### config.mk
export PLATFORM = sky130hd
export DESIGN_NAME = lppd_sqrt
export DESIGN_NICKNAME = d
export VERILOG_FILES = /design/src/rtl/lppd_pkg.sv /design/src/rtl/lppd_sqrt.sv
export SDC_FILE = /design/constraint.sdc
export NUM_CORES = 1
export LEC_CHECK = 0
export BUFFER_PORTS_ARGS = -buffer_cell sky130_fd_sc_hd__buf_2
export CAP_MARGIN = 20
export CORE_MARGIN = 10
export CORE_UTILIZATION = 55
export CTS_CLUSTER_DIAMETER = 60
export CTS_CLUSTER_SIZE = 25
export DETAILED_ROUTE_END_ITERATION = 10
export GPL_TIMING_DRIVEN = 0
export MAX_ROUTING_LAYER = met4
export PLACE_DENSITY = 0.74
export SLEW_MARGIN = 25
export SYNTH_ARGS = -nofsm -noshare
export SYNTH_HDL_FRONTEND = slang
export SYNTH_SLANG_ARGS = --single-unit
### constraint.sdc
create_clock -name clk -period 9.1 [get_ports clk]
set_input_delay 1.365 -clock clk [delete_from_list [all_inputs] [get_ports clk]]
set_output_delay 1.365 -clock clk [all_outputs]
set_load 0.005 [all_outputs]
### src/rtl/lppd_pkg.sv
// ----------------------------------------------------------------------------
// lppd_pkg
// Shared widths, codes and state type of the pairwise point measure block.
// ----------------------------------------------------------------------------
`default_nettype none

package lppd_pkg;

  localparam int COORD_W = 16;
  localparam int PT_W    = 6;
  localparam int DIM_W   = 3;
  localparam int MEAS_W  = 32;
  localparam int ACC_W   = 40;
  localparam int SQ_W    = ACC_W;
  localparam int ROOT_W  = SQ_W / 2;
  localparam int NUM_W   = ACC_W + 8;
  localparam int DEN_W   = ACC_W;
  localparam int APB_AW  = 3;
  localparam int APB_DW  = 32;

  // store geometry, tied to the point and dimension index field widths
  localparam int MAX_POINTS = 64;
  localparam int MAX_DIMS   = 8;

  localparam logic [1:0] MODE_L1   = 2'd0;
  localparam logic [1:0] MODE_EUC  = 2'd1;
  localparam logic [1:0] MODE_PROJ = 2'd2;

  localparam logic FUNC_LOAD  = 1'b0;
  localparam logic FUNC_QUERY = 1'b1;

  localparam logic REG_MODE = 1'b0;
  localparam logic REG_DIMS = 1'b1;

  localparam logic [1:0] MODE_RESET = MODE_EUC;
  localparam logic [3:0] DIMS_RESET = 4'd2;

  typedef enum logic [2:0] {
    ST_IDLE,
    ST_RDA,
    ST_RDB,
    ST_MAC,
    ST_POST,
    ST_SQRT,
    ST_DIV,
    ST_DONE
  } state_t;

endpackage

`default_nettype wire

### src/rtl/lppd_sqrt.sv
// ----------------------------------------------------------------------------
// lppd_sqrt
// Floor integer square root, two radicand bits per cycle.
// ----------------------------------------------------------------------------
`default_nettype none

module lppd_sqrt (
  input  wire logic                          clk,
  input  wire logic                          rst,
  input  wire logic                          start,
  input  wire logic [lppd_pkg::SQ_W-1:0]     x,
  output logic                               done,
  output logic      [lppd_pkg::ROOT_W-1:0]   root
);
  import lppd_pkg::*;

  logic [SQ_W-1:0] rem;
  logic [SQ_W-1:0] res;
  logic [SQ_W-1:0] bitv;
  logic            busy;
  logic [SQ_W-1:0] trial;
  logic            ge;

  assign trial = res + bitv;
  assign ge    = rem >= trial;
  assign root  = res[ROOT_W-1:0];

  always_ff @(posedge clk) begin
    if (rst) begin
      busy <= 1'b0;
      done <= 1'b0;
    end else begin
      done <= 1'b0;
      if (start) begin
        busy <= 1'b1;
      end else if (busy && bitv[0]) begin
        busy <= 1'b0;
        done <= 1'b1;
      end
    end
  end

  always_ff @(posedge clk) begin
    if (start) begin
      rem  <= x;
      res  <= '0;
      bitv <= SQ_W'(1) << (SQ_W - 2);
    end else if (busy) begin
      if (ge) begin
        rem <= rem - trial;
        res <= (res >> 1) + bitv;
      end else begin
        res <= res >> 1;
      end
      bitv <= bitv >> 2;
    end
  end
endmodule

`default_nettype wire

Word level (Yosys, flattened, before mapping)
Cells that the tools add are included.

word-level totals
  output and inout bits = 21
  bits of input ports = 43
  logic and storage cells = 22
  register bits = 102

cells by class
  mux-type cells = 7
  reductions and logical operators = 6
  $add $sub $neg = 3
  $lt $le $gt $ge = 1

operator list
  cell               number
  $mux 40            4
  $add 39x39->40     1
  $add 40x39->40     1
  $ge 40x40->1       1
  $sub 40x40->40     1
  $reduce_bool 2->1  3
  $mux 1             3
  $reduce_and 2->1   1
  $reduce_or 2->1    1
  $logic_and 1x1->1  1

Longest topological paths before layout
  depth in word-level cells = 5
  depth in mapped cells = 21
  depth with buffers taken out = 19

Worst setup path after synthesis
OpenSTA, ideal clock, no wires.

  path kind = flip-flop to flip-flop
  start = reg res[2]
  end = reg rem[0] (enable)
  arrival = 6.855 ns
  setup time = 0.493 ns
  stages on the path, launching flop included = 21
  data required time = 8.607 ns
  clock period less this slack = 7.348 ns
  path slack = 1.752 ns
  buffers on the path = 3
  path through = dfxtp_1 ha_1 a31oi_1 o21bai_1 a211oi_1 o21ai_0 a21oi_1 nor2_1 a31oi_1 xor2_1 ha_1 buf_2 nand4_1 nor3_1 a221oi_1 o21ba_2 o21ai_0 nor2_2 buf_2 buf_2 o21ai_0

between the ends
  cells in the longest elaborated chain, start to end = 4

ends and longest elaborated chain
  element                             RTL line         RTL
  from (decl)                         lppd_sqrt.sv:18  logic [SQ_W-1:0] res;
  from (signal assigned)              lppd_sqrt.sv:51  res <= (res >> 1) + bitv;
  from (signal assigned)              lppd_sqrt.sv:53  res <= res >> 1;
  $add 40x39->40                      lppd_sqrt.sv:24  assign trial = res + bitv;
  $ge 40x40->1                        lppd_sqrt.sv:25  assign ge = rem >= trial;
  $reduce_bool 2->1 (no source line)  --
  $reduce_and 2->1 (no source line)   --
  to (signal assigned)                lppd_sqrt.sv:50  rem <= rem - trial;
  to (decl)                           lppd_sqrt.sv:17  logic [SQ_W-1:0] rem;

Every way passes these cells.
A chain may end at the register's enable or synchronous reset.

Worst setup path after layout
  start = reg res[2]
  end = reg rem[22] (enable)

Same word-level chain as after synthesis.

==> run summary <==
R2R Setup Slk - 2.32 ns
Routed len/inst - 19.58 um
Slew Limit Fails - 0
Pwr dens - 288.4 nW/um2
Asr flop ratio synth - 0%
Max FO, Critical Path - 18
Main flop type after synthesis - dfxtp_1
Fin. Hold Viols - 0
Post-CTS setup buffers - 0
Core ar. - 16700 um2
Height of the die - 150.8 um
Netlist cell types - 84
Worst path buffer plus inverter count - 5
Worst EP arrival - 6.90 ns
Top-count cell post-synth - nor2_1
CTS HTree Levels - 3
Port Buffer Count - 62
WP depth - 22
Detailed placement HPWL - 22010 um
Gr ovfl total - 0
Worst-margin pin slew - 1.018 ns
Fin nets - 1374
CTS tree - done
Synth cell count leaders - 122 x nor2_1, 115 x nand2_1, 93 x o21ai_0
FP Rows - 47
Wire length of the first global-routing pass - 45550 um
Ant diodes - 0
Most common cell on crit path - buf_2
R2R cell count - 22
Die Footprint - 22750 um2
Antenna viol nets, final - 0
Pre-antenna DRT Iters - 6
Slowest-stage cell, CP - dfxtp_1
Final setup viols - 0
Critical path's largest stage delay - 0.50 ns
Final period utilization - 74.46%
# IOs - 64
Post-synthesis net count - 1299
Pleak - 0.004064 uW
Setup TNS - 0 ns
Vias/cell - 6.358
Largest area contributor in the netlist - dfxtp_1
GRT Util Overall - 25.71%
CP required - 9.23 ns
Clock tree buffer depth - 2
Period minus WS final - 6.775 ns
Die span in x - 150.8 um
Area Overhead vs Synth - 9.888%
Slew HR - 30.39%
Number of global-route vias before repair - 8714
Critical setup path kind - flip-flop to flip-flop
Share of cells above drive strength 1 - 12.29%
Initial Utilization - 56.37%
GPL Wtd Cong - 0.9893
Status - finished, final reports clean
Hold buffers post-CTS - 0
Synth area leaders - dfxtp_1 13%, edfxtp_1 13%, ha_1 11%
Worst-Skew Late Latency - 0.37 ns
Hold Path Stages - 1
CTS resizes - 0
Crit end category - flip-flop
Clk slew on worst S/H paths - 0.08 ns
DR DRC count - 0
Worst hold path class - flip-flop to flip-flop
Synth warn - 0
Startpoint types - flip-flop
Yosys reg bits - 102
CTS root buffer - clkbuf_16
DP Area - 10050 um2
Area share of the largest cell type after synthesis - 13.18%
Crit path max-delay family - compound AO/OA/AOI/OAI gates
Synthesized area per cell - 8.026 um2
Crit-path cells - ha_1 > a31oi_1 > o21bai_1 > a211oi_1 > o21ai_0 > a21oi_1 > nor2_1 > a31oi_1 > xor2_1 > ha_1 > buf_2 > a21o_1 > o21bai_1 > a221oi_1 > o21ba_2 > o21ai_0 > nor2_2 > buf_2 > buf_2 > o21ai_4 > buf_8 > buf_16
Worst Skew - 0.01133 ns
Design area - 10340 um2
Max_cap viols - 0
Max Clk Rate - 147.6 MHz
WL final - 28840 um
Unrepaired setup endpoints after global routing - no
Mapped Cells - 1173
Vias - 9366
DRT iter0 DRCs - 858
Largest net degree at the start of global routing - 20
VDD IR max - 0.1796 mV
EDFF count, synth - 40
Sequential area share after synthesis - 25.94%
Netlist Area Pre-Place - 9414 um2
Sink Count - 102
Antenna violations before repair - 0
CTS Buf Count - 9
## logic make-up after synthesis
kind of cell             synth area share [%]
buffers and inverters                   5.316
flip-flops                              25.94
adder cells (fa/ha/maj)                 11.11
XOR/XNOR                                8.280
multiplexers                            4.040
AO/OA/AOI/OAI                           27.70
AND/OR/NAND/NOR                         17.61
## through the flow
| stage | util (%) | power, uW | hold WS (ns) | std cells | setup WS (ns) |
|---|---|---|---|---|---|
| after floorplan | - | 2086 | 0.4777 | 1173 | 1.752 |
| after detailed placement | 60.20 | 2542 | 0.5144 | 1457 | 2.558 |
| final | 61.94 | 2984 | 0.5316 | 1473 | 2.325 |
| after global routing | 61.94 | 3212 | 0.5641 | 1473 | 2.083 |
| after CTS | 61.94 | 2949 | 0.5331 | 1473 | 2.525 |
| after global placement | 59.87 | 2516 | 0.5103 | 1455 | -1.081 |
## path summary, 6_finish.rpt
path | startpoint | end
min | bitv[38] | bitv[38]
max reg2reg | res[2] | rem[22]
max | res[2] | rem[22]
min reg2reg | bitv[38] | bitv[38]
## registers in the layout, summed over array words and instances, names as in the netlist
| name | flops |
|---|---|
| bitv | 20 |
| res | 40 |
| done | 1 |
| rem | 40 |
| busy | 1 |
## layer usage
metal	share of wire, %	vias to the layer above	global-route usage (%)
li1	-	4489	-
met5	0	-	-
met4	2.9	0	9.673
met1	44	4412	33.47
met3	6.8	64	2.506
met2	46	401	40.65
## power by group
part / internal, uW / leakage (uW) / switching, uW
registers: 630 / 0.000908 / 91.3
logic: 729 / 0.00301 / 1130
clock network: 193 / 0.000142 / 206
## layout by cell type, fill, tap and decap left out, drive strengths merged, types with 13 or more instances in the layout
cell type and instances:
nand2 116, buf 98, ha 82, o21bai 15, a31oi 31, clkbuf 53
nor3 16, o31ai 15, a21oi 89, o21ai 95, nor2b 14, nand3 24
edfxtp 40, a211oi 26, a21o 28, inv 32, o21a 13, nor2 123
mux2i 29, xnor2 41, nand4 19, dfxtp 62, xor2 48
## area by class of cell
class                   count  area [um2]
repair buffers             64       352.8
clock inverters             7       66.31
clock buffers               9       225.2
inverters                  28       105.1
well taps                 220       275.3
plain buffers              78       395.4
flip-flops and latches    102        2442
multi-input cells         965        6482
fillers                  1576        6356
Note: power is estimated with default switching activity, not from simulation.
