[src/rtl/lppd_pkg.sv]
// ----------------------------------------------------------------------------
// lppd_pkg
// Shared widths, codes and state type of the pairwise point measure block.
// ----------------------------------------------------------------------------
`default_nettype none

package lppd_pkg;

  localparam int COORD_W = 16;
  localparam int PT_W    = 6;
  localparam int DIM_W   = 3;
  localparam int MEAS_W  = 32;
  localparam int ACC_W   = 40;
  localparam int SQ_W    = ACC_W;
  localparam int ROOT_W  = SQ_W / 2;
  localparam int NUM_W   = ACC_W + 8;
  localparam int DEN_W   = ACC_W;
  localparam int APB_AW  = 3;
  localparam int APB_DW  = 32;

  // store geometry, tied to the point and dimension index field widths
  localparam int MAX_POINTS = 64;
  localparam int MAX_DIMS   = 8;

  localparam logic [1:0] MODE_L1   = 2'd0;
  localparam logic [1:0] MODE_EUC  = 2'd1;
  localparam logic [1:0] MODE_PROJ = 2'd2;

  localparam logic FUNC_LOAD  = 1'b0;
  localparam logic FUNC_QUERY = 1'b1;

  localparam logic REG_MODE = 1'b0;
  localparam logic REG_DIMS = 1'b1;

  localparam logic [1:0] MODE_RESET = MODE_EUC;
  localparam logic [3:0] DIMS_RESET = 4'd2;

  typedef enum logic [2:0] {
    ST_IDLE,
    ST_RDA,
    ST_RDB,
    ST_MAC,
    ST_POST,
    ST_SQRT,
    ST_DIV,
    ST_DONE
  } state_t;

endpackage

`default_nettype wire

[src/rtl/lppd_div.sv]
// ----------------------------------------------------------------------------
// lppd_div
// Unsigned restoring divider, one quotient bit per cycle.
// ----------------------------------------------------------------------------
`default_nettype none

module lppd_div (
  input  wire logic                         clk,
  input  wire logic                         rst,
  input  wire logic                         start,
  input  wire logic [lppd_pkg::NUM_W-1:0]   num,
  input  wire logic [lppd_pkg::DEN_W-1:0]   den,
  output logic                              done,
  output logic      [lppd_pkg::NUM_W-1:0]   quo
);
  import lppd_pkg::*;

  localparam int CNT_W = $clog2(NUM_W + 1);

  logic [DEN_W:0]   rem;
  logic [CNT_W-1:0] cnt;
  logic             busy;
  logic [DEN_W:0]   shifted;
  logic             ge;

  assign shifted = {rem[DEN_W-1:0], quo[NUM_W-1]};
  assign ge      = shifted >= {1'b0, den};

  always_ff @(posedge clk) begin
    if (rst) begin
      busy <= 1'b0;
      done <= 1'b0;
      cnt  <= '0;
    end else begin
      done <= 1'b0;
      if (start) begin
        busy <= 1'b1;
        cnt  <= CNT_W'(NUM_W);
      end else if (busy) begin
        cnt <= cnt - CNT_W'(1);
        if (cnt == CNT_W'(1)) begin
          busy <= 1'b0;
          done <= 1'b1;
        end
      end
    end
  end

  always_ff @(posedge clk) begin
    if (start) begin
      rem <= '0;
      quo <= num;
    end else if (busy) begin
      rem <= ge ? shifted - {1'b0, den} : shifted;
      quo <= {quo[NUM_W-2:0], ge};
    end
  end
endmodule

`default_nettype wire

[config.mk]
export PLATFORM = sky130hd
export DESIGN_NAME = lppd_div
export DESIGN_NICKNAME = d
export VERILOG_FILES = /design/src/rtl/lppd_pkg.sv /design/src/rtl/lppd_div.sv
export SDC_FILE = /design/constraint.sdc
export NUM_CORES = 1
export LEC_CHECK = 0
export ABC_AREA = 1
export BUFFER_PORTS_ARGS = -buffer_cell sky130_fd_sc_hd__buf_2
export CORE_ASPECT_RATIO = 1.4
export CORE_MARGIN = 5
export CORE_UTILIZATION = 45
export CTS_CLUSTER_DIAMETER = 100
export DETAILED_ROUTE_END_ITERATION = 10
export GPL_TIMING_DRIVEN = 1
export MAX_ROUTING_LAYER = met4
export PLACE_DENSITY = 0.69
export REMOVE_ABC_BUFFERS = 1
export SETUP_SLACK_MARGIN = 0.15
export SYNTH_ARGS = -nofsm -noshare
export SYNTH_HDL_FRONTEND = slang
export SYNTH_SLANG_ARGS = --single-unit
[constraint.sdc]
create_clock -name clk -period 3.3 [get_ports clk]
set_input_delay 0.495 -clock clk [delete_from_list [all_inputs] [get_ports clk]]
set_output_delay 0.495 -clock clk [all_outputs]
set_load 0.005 [all_outputs]
* Yosys cells after proc, flatten, opt, wreduce, memory -nomap -nowiden *
Cells that the tools add are included.
W data, S select, Z words.

storage, ports and cells
  bits in registers = 96
  bits in latches = 0
  memory bits (writable) = 0
  ROM bits = 0
  logic and storage cells = 23
  memories kept = 0

operators by class
  $add $sub $neg = 2
  multiply operators = 0
  div/mod/pow operators = 0
  magnitude comparators = 1
  equality and inequality tests = 1
  shift-type cells = 0
  muxes and demuxes = 9
  bitwise operators = 1
  reduce and logical (&&, ||, !) cells = 3

operators with widths
  cell                   count
  $mux W48               2
  $ge A41 B40 Y1         1
  $mux W40               1
  $sub A40 B40 Y40       1
  $mux W6                2
  $eq A6 B1 Y1 const B   1
  $sub A6 B1 Y6 const B  1
  $mux W1                4
  $reduce_or A3 Y1       1
  $reduce_bool A2 Y1     1
  $reduce_or A2 Y1       1
  $not A1 Y1             1

* Depth between registers and ports, before layout *
  word-level depth = 4
  mapped depth = 17
  gate-level depth less buffers = 17

* Worst setup path before layout *
OpenSTA, ideal clock, no wires.

  path kind = input -> register
  from = input start
  to = register quo[0] (netlist name) (enable)
  library setup time = 0.432 ns
  arrival = 2.529 ns
  required time = 2.868 ns
  setup slack = 0.339 ns
  stages = 4
  path buffers = 2
  path through = clkbuf_1 > nor2_1 > inv_1 > clkbuf_1

between the ends
  cells in the longest elaborated chain, start to end = 1

RTL lines
  element                       line            source
  start, declared               lppd_div.sv:10  input wire logic start,
  $reduce_bool A2 Y1 (no line)  n/a
  end signal, assigned          lppd_div.sv:52  quo <= num;
  end signal, assigned          lppd_div.sv:55  quo <= {quo[NUM_W-2:0], ge};
  end, declared                 lppd_div.sv:14  output logic [lppd_pkg::NUM_W-1:0] quo

Every way passes these cells.
A chain may end at the register's enable or synchronous reset.

* Final worst setup path *
  from = register rem[1]
  to = register rem[38]

between the ends
  cells in the longest elaborated chain, start to end = 2

RTL lines
  element                                             line                            source
  start, declared                                     lppd_div.sv:20                  logic [DEN_W:0] rem;
  start signal, assigned                              lppd_div.sv:54                  rem <= ge ? shifted - {1'b0, den} : shifted;
  $sub A40 B40 Y40 or $ge A41 B40 Y1 (tied branches)  lppd_div.sv:54, lppd_div.sv:27
  $mux W40 *                                          lppd_div.sv:54

Every way passes the cells marked *; elsewhere a longest branch is shown, timed or not.

==> flow_metrics.env <==
export IMPL_outcome="completed"
export IMPL_die_h_um=165
export IMPL_gp_congestion=1.03
export IMPL_cts_buffers=9
export IMPL_ios=140
export IMPL_swShare_pct=27.7
export IMPL_max_slew_worst_pin_slew_ns=0.492
export IMPL_post_cts_buffers=0
export IMPL_cts_htree_levels=3
export IMPL_synth_top_area_share_pct=26.6
export IMPL_path_clk_slew_ns=0.07
export IMPL_cellLeakagePower_nw=5.07
export IMPL_crit_path_start_kind="register"
export IMPL_slew_viol_final=0
export IMPL_hold_path_class="in2reg"
export IMPL_cp_end_kind="register"
export IMPL_worst_path_buf_inv=2
export IMPL_synth_cell_types=37
export IMPL_drt_iter0_markers=463
export IMPL_cts_buffer_depth=2
export IMPL_irDropWorstVdd_mv=0.185
export IMPL_ys_seq_elements=96
export IMPL_grt_max_degree=50
export IMPL_diodes=0
export IMPL_die_x_um=120
export IMPL_wirelength_um=21800
export IMPL_wl_per_cell_um=13.8
export IMPL_pwr_share_seq_pct=47.3
export IMPL_dieArea_mm2=0.0198
export IMPL_arrival_ns=2.76
export IMPL_synth_area_mm2=0.00768
export IMPL_rsz0062_at_grt="no"
export IMPL_combPwrFrac_pct=15.0
export IMPL_grt_antenna_before_repair=0
export IMPL_slowest_delay_ns=0.37
export IMPL_post_route_cell_area_mm2=0.00884
export IMPL_synth_area_top_cells="nand2_1 (27%), edfxtp_1 (19%), dfxtp_1 (13%), inv_1 (11%), ha_1 (6.8%)"
export IMPL_start_util_pct=45.9
export IMPL_vias=7705
export IMPL_root_buffer="clkbuf_16"
export IMPL_clock_latency_ns=0.36
export IMPL_drv_cap=0
export IMPL_finClkSkew_ns=0.0101
export IMPL_cp_max_fo=23
export IMPL_nNetsFinal=1511
export IMPL_syn_avg_cell_area_um2=6.15
export IMPL_final_layout_size_suffix_gt1_share_pct=13.4
export IMPL_grt_first_pass_wirelength_um=35800
export IMPL_synthCells=1248
export IMPL_yosysTopAreaCell="nand2_1"
export IMPL_intPower_mw=2.10
export IMPL_num_rows=56
export IMPL_area_delta_synth_final_pct=15.1
export IMPL_drt_first_pass_iters=5
export IMPL_first_global_vias=7521
export IMPL_crit_chain="ha_1 -> nand2_1 -> nand2_1 -> nand2_1 -> nand2_1 -> nand2_1 -> nand3_1 -> nand2_1 -> nand3_2 -> nand2_4 -> buf_4 -> nand3_1 -> nand2_1 -> clkinv_1 -> nand2_1 -> nand2_1"
export IMPL_track_usage_pct=23.0
export IMPL_drc=0
export IMPL_cts_sinks=96
export IMPL_coreArea_mm2=0.0167
export IMPL_crit_slowest_cell="ha_1"
export IMPL_p_clk_share_pct=37.7
export IMPL_n_fill_cell=1774
export IMPL_post_route_period_util_pct=75.8
export IMPL_setup_viol=0
export IMPL_p_switching_mw=0.806
export IMPL_cp_top_family="simple AND/OR/NAND/NOR gates"
export IMPL_port_buffers=139
export IMPL_layout_common_cells="nand2_1 (544), inv_1 (218), buf_2 (139)"
export IMPL_setup_tns_final_ns=0
export IMPL_hpwl_um=17700
export IMPL_drtAntennaViolNets=0
export IMPL_finalHoldViolations=0
export IMPL_dpl_instance_area_mm2=0.00853
export IMPL_required_ns=3.56
export IMPL_cp_common_cell="nand2_1"
export IMPL_cts_hold_buf=0
export IMPL_cts_resized=0
export IMPL_fin_crit_ns=2.50
export IMPL_power_density_mw_per_mm2=329
export IMPL_final_common_cell="nand2_1"
export IMPL_grt_remaining_overflow=0
export IMPL_tritoncts="yes"
export IMPL_yosysWarningCount=0
export IMPL_viasPerCell=4.86
export IMPL_ys_seq_area_share_pct=31.3
export IMPL_fmax_mhz=400
export IMPL_critPathKind="reg2reg"
export IMPL_maxSlewHeadroom_pct=67.2
## stage by stage
step                      cells  utilization (%)  total power, mW  hold slack, ns  worst slack (ns)
after floorplan            1218                -             1.64           0.443             0.449
after global placement     1569             50.9             1.84           0.457             0.504
after detailed placement   1569             50.9             1.84           0.460             0.455
after CTS                  1585             52.8             2.95           0.314             0.789
after global routing       1585             52.8             3.05           0.319             0.519
final                      1585             52.8             2.91           0.325             0.798
## synthesized netlist by cell type (all sizes together)
cell type,n
a211oi,2
a21boi,2
a21o,2
a21oi,28
a31oi,2
and2,1
buf,17
clkbuf,13
clkinv,8
dfxtp,48
edfxtp,48
fa,1
ha,42
inv,219
nand2,548
nand3,98
nand3b,20
nand4,3
nor2,84
nor3,4
nor3b,2
o21a,1
o21ai,28
o21bai,2
or2,2
xnor2,21
xor2,2
## area by class of cell
cell class              count  area [µm²]  area share [%]
multi-input cells         895        4260            48.2
flip-flops and latches     96        2400            27.2
inverters                 227         852            9.64
repair buffers            148         763            8.63
clock buffers              11         264            2.99
well taps                 203         254            2.87
clock inverters             5        45.0           0.509
## path summary, 6_finish.rpt
check             depth (start not counted)       to  slack (ns)     from
hold / removal                            2   cnt[4]        0.33      rst
setup / recovery                         16  rem[38]        0.80   rem[1]
setup reg to reg                         16  rem[38]        0.80   rem[1]
hold reg to reg                           2  rem[27]        0.47  rem[27]
## registers in the layout, indices dropped and copies added, names as in the netlist
signal	cells
done	1
busy	1
cnt	6
rem	40
quo	48
## power groups by stage
| stage | Sequential [mW] | Clock (mW) | Combinational (mW) |
|---|---|---|---|
| CTS | 1.38 | 1.13 | 0.444 |
| finish | 1.38 | 1.10 | 0.437 |
| floorplan | 1.41 | 0 | 0.233 |
| global route | 1.38 | 1.17 | 0.500 |
| global placement | 1.40 | 0 | 0.439 |
| detailed placement | 1.40 | 0 | 0.441 |
## kinds of logic (layout without fill, tap and decap cells)
| group | Yosys count | in the layout | share of synthesized area (%) |
|---|---|---|---|
| simple gates | 762 | 762 | 40.8 |
| fa+ha+maj | 43 | 43 | 7.10 |
| buf+inv | 257 | 391 | 13.3 |
| compound gates | 67 | 67 | 4.89 |
| flops | 96 | 96 | 31.3 |
| xor+xnor | 23 | 23 | 2.62 |
## per-layer routing
metal,vias to the layer above,part of all wire (%),GRT usage (%)
met5,-,0,-
met4,0,3.7,10.7
met3,57,5.5,3.15
met2,231,49,41.5
met1,3347,41,25.1
li1,4070,-,-
(Power assumes the default switching activity.)
